**src/rtl/dbf_pkg.sv**
```systemverilog
// Shared types, constants and helper functions for the detection box filter.
package dbf_pkg;

	localparam int NumClasses = 7;
	localparam int NumParams  = 8;
	localparam int ParAw      = $clog2(NumParams);
	localparam int RectDepth  = 4 * NumClasses;
	localparam int RectAw     = $clog2(RectDepth);
	localparam int SetDepth   = NumParams + RectDepth;

	localparam int ParCols     = 0;
	localparam int ParRows     = 1;
	localparam int ParCropX    = 2;
	localparam int ParCropY    = 3;
	localparam int ParWinTop   = 4;
	localparam int ParWinBot   = 5;
	localparam int ParColScale = 6;
	localparam int ParRowScale = 7;

	localparam logic [3:0] LabelRightBelt  = 4'd7;
	localparam logic [3:0] LabelLeftBelt   = 4'd8;
	localparam logic [3:0] LabelRightVisor = 4'd9;
	localparam logic [3:0] LabelLeftVisor  = 4'd10;

	localparam logic [3:0] ClassVisor = 4'd2;
	localparam logic [3:0] ClassBelt  = 4'd4;

	localparam logic ActLoad = 1'b0;
	localparam logic ActBox  = 1'b1;

	typedef enum logic [2:0] {
		ST_IDLE,
		ST_LEFT,
		ST_TOP,
		ST_RIGHT,
		ST_BOTTOM,
		ST_CHECK,
		ST_OUT
	} state_t;

	typedef struct packed {
		logic load;
		logic start;
		logic [1:0] edge_sel;
		logic mul;
		logic check;
		logic emit;
	} cmd_t;

	typedef struct packed {
		logic keep;
	} status_t;

	function automatic logic [16:0] score_floor(input logic [3:0] cls);
		logic [16:0] r;
		case (cls)
			4'd1: r = 17'd23592;
			4'd2: r = 17'd39321;
			4'd3: r = 17'd39321;
			4'd4: r = 17'd32768;
			4'd5: r = 17'd39321;
			4'd6: r = 17'd39321;
			default: r = 17'd65536;
		endcase
		return r;
	endfunction

	function automatic logic signed [15:0] sat16(input logic signed [35:0] v);
		logic signed [15:0] r;
		if (v > 36'sd32767)
			r = 16'sh7fff;
		else if (v < -36'sd32768)
			r = -16'sd32768;
		else
			r = v[15:0];
		return r;
	endfunction

	function automatic logic signed [35:0] trunc28(input logic signed [63:0] v);
		logic [63:0] m;
		logic [35:0] q;
		logic signed [35:0] r;
		m = v[63] ? 64'(-v) : 64'(v);
		q = m[63:28];
		r = v[63] ? -$signed(q) : $signed(q);
		return r;
	endfunction

endpackage

```
**src/rtl/dbf_ctrl.sv**
```systemverilog
// Sequencer for load items and the per-edge box computation.
module dbf_ctrl (
	input  logic                 clk,
	input  logic                 arst_n,
	input  logic                 in_valid,
	input  logic                 action,
	output logic                 in_stall,
	output logic                 out_valid,
	input  logic                 out_stall,
	input  dbf_pkg::status_t     status,
	output dbf_pkg::cmd_t        cmd
);

	dbf_pkg::state_t state_q, state_d;
	logic out_valid_q;
	logic in_take;

	assign in_stall  = (state_q != dbf_pkg::ST_IDLE) || (out_valid_q && out_stall);
	assign in_take   = in_valid && !in_stall;
	assign out_valid = out_valid_q;

	always_comb begin
		state_d = state_q;
		case (state_q)
			dbf_pkg::ST_IDLE:   if (in_take && action == dbf_pkg::ActBox) state_d = dbf_pkg::ST_LEFT;
			dbf_pkg::ST_LEFT:   state_d = dbf_pkg::ST_TOP;
			dbf_pkg::ST_TOP:    state_d = dbf_pkg::ST_RIGHT;
			dbf_pkg::ST_RIGHT:  state_d = dbf_pkg::ST_BOTTOM;
			dbf_pkg::ST_BOTTOM: state_d = dbf_pkg::ST_CHECK;
			dbf_pkg::ST_CHECK:  state_d = dbf_pkg::ST_OUT;
			dbf_pkg::ST_OUT:    if (!(out_valid_q && out_stall)) state_d = dbf_pkg::ST_IDLE;
			default:            state_d = dbf_pkg::ST_IDLE;
		endcase
	end

	always_comb begin
		cmd = '0;
		case (state_q)
			dbf_pkg::ST_IDLE: begin
				cmd.load  = in_take && action == dbf_pkg::ActLoad;
				cmd.start = in_take && action == dbf_pkg::ActBox;
			end
			dbf_pkg::ST_LEFT:   begin cmd.mul = 1'b1; cmd.edge_sel = 2'd0; end
			dbf_pkg::ST_TOP:    begin cmd.mul = 1'b1; cmd.edge_sel = 2'd1; end
			dbf_pkg::ST_RIGHT:  begin cmd.mul = 1'b1; cmd.edge_sel = 2'd2; end
			dbf_pkg::ST_BOTTOM: begin cmd.mul = 1'b1; cmd.edge_sel = 2'd3; end
			dbf_pkg::ST_CHECK:  cmd.check = 1'b1;
			dbf_pkg::ST_OUT:    cmd.emit = !(out_valid_q && out_stall) && status.keep;
			default: ;
		endcase
	end

	always_ff @(posedge clk or negedge arst_n) begin
		if (!arst_n) begin
			state_q     <= dbf_pkg::ST_IDLE;
			out_valid_q <= 1'b0;
		end else begin
			state_q <= state_d;
			if (cmd.emit)
				out_valid_q <= 1'b1;
			else if (!out_stall)
				out_valid_q <= 1'b0;
		end
	end

endmodule

```
**config.mk**
```make
export PLATFORM = sky130hd
export DESIGN_NAME = dbf_ctrl
export DESIGN_NICKNAME = d
export VERILOG_FILES = /design/src/rtl/dbf_pkg.sv /design/src/rtl/dbf_ctrl.sv
export SDC_FILE = /design/constraint.sdc
export NUM_CORES = 1
export LEC_CHECK = 0
export ABC_CLOCK_PERIOD_IN_PS = 1200
export BUFFER_PORTS_ARGS = -buffer_cell sky130_fd_sc_hd__buf_2
export CORE_AREA = 2 2 39 41
export DETAILED_ROUTE_END_ITERATION = 8
export DIE_AREA = 0 0 41 43
export PLACE_DENSITY_LB_ADDON = 0.15
export SYNTH_ARGS = -nofsm -noshare
export SYNTH_HDL_FRONTEND = slang
export SYNTH_SLANG_ARGS = --single-unit
```
**constraint.sdc**
```tcl
create_clock -name clk -period 1.2 [get_ports clk]
set_input_delay 0.06 -clock clk [delete_from_list [all_inputs] [get_ports clk]]
set_output_delay 0.06 -clock clk [all_outputs]
set_load 0.01 [all_outputs]
```
==> results.txt, run 1 <==
outcome -> complete, but fails checks
failing checks -> negative setup slack
CTS HTree Levels -> 1
mux cell area share after synthesis -> 0%
CP Class -> reg2out
Post-route DRC -> 0
total grt overflow -> 0
hpwl dp -> 494 um
Setup crit start kind -> flop
WL/cell -> 10.6 um
Worst setup EP type -> output pin
fin. max-slew vios -> 0
largest family of logic cells by synthesized area -> compound AO/OA/AOI/OAI gates
maximum vdd ir drop -> 1.02 mV
Cell Area, Synth -> 269 sq um
fin nets -> 66
Fmax -> 0.794 GHz
PwrDens -> 2740 nW/um^2
Seq/Total Area, Yosys -> 37.2%
RePlAce Congestion -> 0.709
post-synthesis compound-gate area fraction -> 22.3%
port buffer count -> 14
setup slack, reg-to-reg -> 0.04 ns
TNS Setup -> -0.186 ns
Crit path max-delay family -> flip-flops
antenna cell count -> 0
CP arrival -> 1.20 ns
Post-synth EDFFs -> 0
Critical Path RT -> 1.14 ns
FILL cells -> 148
Clock Path Buffers -> 2
full die area -> 1760 sq um
antenna-violating nets left -> 0
synth cell count leaders -> dfrtp_1 (4), nand2_1 (3), nor2_1 (3)
syn nets -> 37
worst path bufs/invs -> 2
Core Rows -> 14
Yosys warnings -> 0
FFs w/ async S/R, synth -> 100%
top cell type's share of synthesized area -> 37.2%
Clock Tree Root -> clkbuf_4
largest net degree at the start of global routing -> 9
clock-pin slew of the registers on the worst-case setup and hold paths -> 0.04 ns
most frequent cell after synthesis -> dfrtp_1
Non-Filler Instances -> 74
Fin Clk Skew -> 0.00234 ns
cells along the critical path -> inv_2 > nor3_2 > a21o_1 > buf_2
#FFs+latches synth -> 4
Final Critical Period -> 1.26 ns
Cells after DPL -> 60
final-report hold violation count -> 0
share of layout cells above drive strength 1 -> 69.0%
IO Pins -> 15
Rel. slew slack -> 83.9%
final worst setup slack -> -0.0595 ns
first-pass GRT wire length -> 1350 um
synth top area cells -> dfrtp_1 (37%), buf_6 (8.4%), xnor2_1 (6.5%), a21o_1 (5.6%), nand2_1 (4.2%)
Synth Area in Simple Gates -> 21.4%
DR vias/cell -> 4.45
Post-Route WL -> 787 um
RSZ-0062 raised after global routing -> yes
maximum fanout along the worst path -> 6
initial antenna violation count -> 0
Num CTS Buffers -> 3
slowest stage cell, crit path -> dfrtp_2
slowest cell delay on critical path -> 0.45 ns
Least-Margin Pin Slew -> 0.240 ns
Initial DRC Count -> 6
max cap viols -> 0
Die Wd -> 41 um
GR Util All Layers -> 11.9%
Cells after Synth -> 31
vias in the first global route -> 321
Mean Syn Cell Area -> 8.68 sq um
Core Box Area -> 1380 sq um
final setup fails -> 6
area grow syn2layout -> 82.8%
routed vias -> 329
leakage -> 0.265 nW
clk_lat worst skew -> 0.25 ns
first drt pass iteration count -> 3
XOR/XNOR share of the synthesized area -> 6.51%
period utilization -> 105%
cell taking the most area after synthesis -> dfrtp_1
Adder-Cell Fraction of Synth Area -> 0%
synth unique cells -> 18
Worst Hold Class -> in2reg
CTS sink count -> 4
CTS tree -> built
Main synth FF type -> dfrtp_1
Starting Density -> 19.4%
die outline height -> 43 um
## stage by stage
stage | power (mW) | setup slack (ns) | area, sq um | hold slack (ns) | utilization [%]
floorplan | 0.685 | 0.218 | 269 | -0.236 | -
global placement | 0.836 | 0.0984 | 344 | -0.130 | 24.9
detailed placement | 0.832 | 0.108 | 344 | -0.130 | 24.9
CTS | 1.25 | -0.0574 | 463 | 0.108 | 33.5
global route | 1.45 | -0.113 | 492 | 0.125 | 35.5
finish | 1.35 | -0.0595 | 492 | 0.111 | 35.5
## tightest hold or removal path, cell delays in order
cell     delay [ns]
buf_2          0.09
nand4_1        0.10
nand2_1        0.06
## power breakdown
| part | total, mW | switching, mW | internal, mW |
|---|---|---|---|
| combinational | 0.848 | 0.361 | 0.487 |
| sequential | 0.318 | 0.119 | 0.199 |
| clock | 0.183 | 0.0699 | 0.113 |
| total | 1.35 | 0.550 | 0.799 |
## worst paths after layout
path / from / to / depth (start not counted)
max in group asynchronous: arst_n / state_q[2] / 2
min in group asynchronous: arst_n / state_q[0] / 2
worst max register to register: state_q[0] / state_q[0] / 4
worst max-delay path: state_q[1] / cmd[4] / 4
worst min-delay path: status / out_valid / 3
worst min register to register: state_q[1] / state_q[0] / 1
## final cells by class
class	instances	area [sq um]	share of cell area [%]
timing repair buffer	26	179	36.4
multi-input combinational	22	155	31.6
sequential	4	104	21.1
clock buffer	3	22.5	4.58
tap	16	20.0	4.07
inverter	3	11.3	2.29
## metal layers
layer | up-vias | wire [um] | GRT usage [%] | part of all wire (%)
li1 | 161 | - | - | -
met1 | 152 | 332 | 16.0 | 42
met2 | 14 | 400 | 15.0 | 51
met3 | 2 | 37 | 3.14 | 4.7
met4 | 0 | 18 | 10.0 | 2.3
met5 | - | 0 | 0 | 0
## repair_timing
item	in CTS	in global routing
pin swaps	2	1
hold endpoints to repair	4	0
resized for setup	6	5
hold buffers	1	0
setup buffers	9	1
endpoints found under the setup margin	7	8
## cells in the final DEF (no fill, tap or decap), types with 2 or more instances in the layout
cell type,n
dfrtp_2,3
nor2_1,3
buf_6,3
buf_4,10
a21o_1,2
clkbuf_4,3
nand2_1,2
buf_2,12
xnor2_1,2
inv_2,2
## kinds of logic after synthesis
| kind of cell | count (synthesis) |
|---|---|
| and+or+nand+nor | 11 |
| DFF | 4 |
| xor gates and xnor gates | 2 |
| buffers and inverters | 5 |
| AOI/OAI and AO/OA | 9 |
## flip-flops by register name (all words and copies together), names as in the netlist
name	count
out_valid	1
state_q	3
(Power assumes the default switching activity.)
==> inputs of run 2 (changes only) <==
- PLACE_DENSITY: default -> 0.44
- PLACE_DENSITY_LB_ADDON: 0.15 -> default
==> run 2 against run 1 <==
Net effect: the run still ends with negative setup slack left; hold slack gained 0.0025 ns; sequential power fell by 3%; sequential cell count did not move; highest routed layer is now met3; critical endpoint is now cmd[3]; clock-buffer cell count did not move; clock power decreased by 9%; design area down 7.9%; core utilization fell by 2.8 points; worst setup slack gained 0.046 ns; combinational power is 16% lower; via count is 6.1% lower; fmax grew 3.8%.
==> results.txt, run 2 (synthesis gave the netlist of run 1 again) <==
port buffer count -> 14 (unchanged)
Initial DRC Count -> 3 (-3)
antenna-violating nets left -> 0 (unchanged)
total grt overflow -> 0 (unchanged)
outcome -> complete, but fails checks
slowest stage cell, crit path -> dfrtp_2
routed vias -> 309 (-6.1%)
multi-input logic area -> 149 sq um (-4.0%)
hpwl dp -> 488 um (-1.2%)
DR vias/cell -> 4.41 (-0.71%)
Worst Hold Class -> in2reg
Starting Density -> 19.4% (unchanged)
final core occ -> 32.7% (-2.8 points)
Critical Path RT -> 1.14 ns (about the same)
PwrDens -> 2630 nW/um^2 (-4.3%)
CP Class -> reg2out
final-report hold violation count -> 0 (unchanged)
r2r startpoint -> state_q[1]
Crit path max-delay family -> flip-flops
Setup WS pre-CTS -> 0.120 ns (+0.0119 ns)
Clock Path Buffers -> 2 (unchanged)
Post-Route WL -> 656 um (-17%)
Post-route DRC -> 0 (unchanged)
Fin Clk Skew -> 0.000971 ns (-0.00137 ns)
final worst setup slack -> -0.0132 ns (+0.0463 ns)
Core Rows -> 14 (unchanged)
fin. max-slew vios -> 0 (unchanged)
clock-pin slew of the registers on the worst-case setup and hold paths -> 0.04 ns (about the same)
worst path bufs/invs -> 2 (unchanged)
RSZ-0062 raised after global routing -> yes
commonest non-fill, non-tap cell in the layout -> buf_2
register with the most flip-flops -> state_q
Worst setup EP type -> output pin
cells along the critical path -> buf_4 > xnor2_1 > nor2_1 > buf_2
Rel. slew slack -> 84.9% (+1.1 points)
Die Wd -> 41 um (unchanged)
first-pass GRT wire length -> 1050 um (-22%)
worst flop-to-flop path endpoint -> state_q[0]
Tot Pwr -> 1.19 mW (-12%)
period utilization -> 101% (-3.9 points)
WL/cell -> 9.37 um (-12%)
initial antenna violation count -> 0 (unchanged)
Least-Margin Pin Slew -> 0.224 ns (-0.0158 ns)
Num CTS Buffers -> 3 (unchanged)
max cap viols -> 0 (unchanged)
CP arrival -> 1.15 ns (-0.05 ns)
GR Util All Layers -> 9.28% (-2.6 points)
fin nets -> 62 (-6.1%)
Reg area -> 104 sq um (unchanged)
Fmax -> 0.824 GHz (+3.8%)
vias in the first global route -> 248 (-23%)
CTS tree -> built
area grow syn2layout -> 68.4%
Worst Setup SP -> state_q[1]
leakage -> 0.243 nW (-8.0%)
RePlAce Congestion -> 0.668 (-5.8%)
CP Depth -> 4 (unchanged)
clk_lat worst skew -> 0.23 ns (-0.02 ns)
final setup fails -> 3 (-3)
max FFs per register -> 3 (unchanged)
die outline height -> 43 um (unchanged)
Setup crit start kind -> flop
Non-Filler Instances -> 70 (-5.4%)
Final Critical Period -> 1.21 ns (-0.0463 ns)
Clock Tree Root -> clkbuf_4
Cells after DPL -> 60 (unchanged)
setup slack, reg-to-reg -> 0.14 ns (+0.10 ns)
slowest cell delay on critical path -> 0.45 ns (about the same)
CTS sink count -> 4 (unchanged)
full die area -> 1760 sq um (unchanged)
maximum vdd ir drop -> 0.860 mV (-16%)
largest net degree at the start of global routing -> 9 (unchanged)
CTS HTree Levels -> 1 (unchanged)
FILL cells -> 160 (+8.1%)
IO Pins -> 15 (unchanged)
reg2reg path depth -> 3 (-1)
share of layout cells above drive strength 1 -> 63.0% (-6.0 points)
most frequent cells in the layout -> buf_2 (13), buf_4 (5)
Core Box Area -> 1380 sq um (unchanged)
TNS Setup -> -0.0253 ns (+0.160 ns)
CP endpoint -> cmd[3]
first drt pass iteration count -> 2 (-1)
maximum fanout along the worst path -> 6 (unchanged)
failing checks -> negative setup slack
antenna cell count -> 0 (unchanged)
run 2: cell types whose count changed in the layout (fill, tap and decap cells not counted):
cell	delta
buf_4	-5
o21ai_1	+1
o21ai_2	-1
nand2_1	+1
buf_2	+1
nand2_2	-1
run 2: how the worst min path moves through the flow:
stage	from	to	slack, ns	cells after the start
floorplan	arst_n	out_valid	-0.24	0
global placement	arst_n	state_q[2]	-0.13	1
detailed placement	arst_n	state_q[1]	-0.13	1
CTS	status	out_valid	0.11	3
global route	status	out_valid	0.13	3
finish	status	out_valid	0.11	3
run 2: stage by stage:
step | area [sq um] | hold WS [ns]
floorplan | 269 | -0.236
global placement | 344 | -0.131
detailed placement | 344 | -0.128
CTS | 435 | 0.115
global route | 453 | 0.130
finish | 453 | 0.113
run 2: routing by layer:
| layer | global-route usage (%) | share of wire (%) | vias up |
|---|---|---|---|
| li1 | - | - | 154 |
| met1 | 12.1 | 43 | 142 |
| met2 | 11.6 | 47 | 13 |
| met3 | 7.85 | 9.5 | 0 |
| met4 | 2.00 | 0 | 0 |
| met5 | 0 | 0 | - |
run 2: area by class of cell:
cell class | instances | area share [%]
Tap cell | 16 | 4.42
Inverter | 3 | 2.49
Sequential cell | 4 | 22.9
Clock buffer | 3 | 4.97
Timing Repair Buffer | 22 | 32.3
Multi-Input combinational cell | 22 | 32.9
run 2: power by group:
group | total (mW) | switching (mW) | internal, mW
Clock | 0.167 | 0.0553 | 0.112
Combinational | 0.715 | 0.320 | 0.394
Sequential | 0.308 | 0.108 | 0.199
run 2: timing repair:
item / in CTS / in global routing
buffers inserted: 5 / 1
endpoints found under the setup margin: 8 / 7
hold endpoints to repair: 4 / 0
hold buffers: 1 / 0
resized for setup: 7 / 2
pin swaps: 2 / 1
gates cloned: 0 / 0
run 2: worst min-delay path, delay by kind of cell:
family | cells | cell delay [ns]
buffers and inverters | 1 | 0.10
AND/OR/NAND/NOR | 2 | 0.15
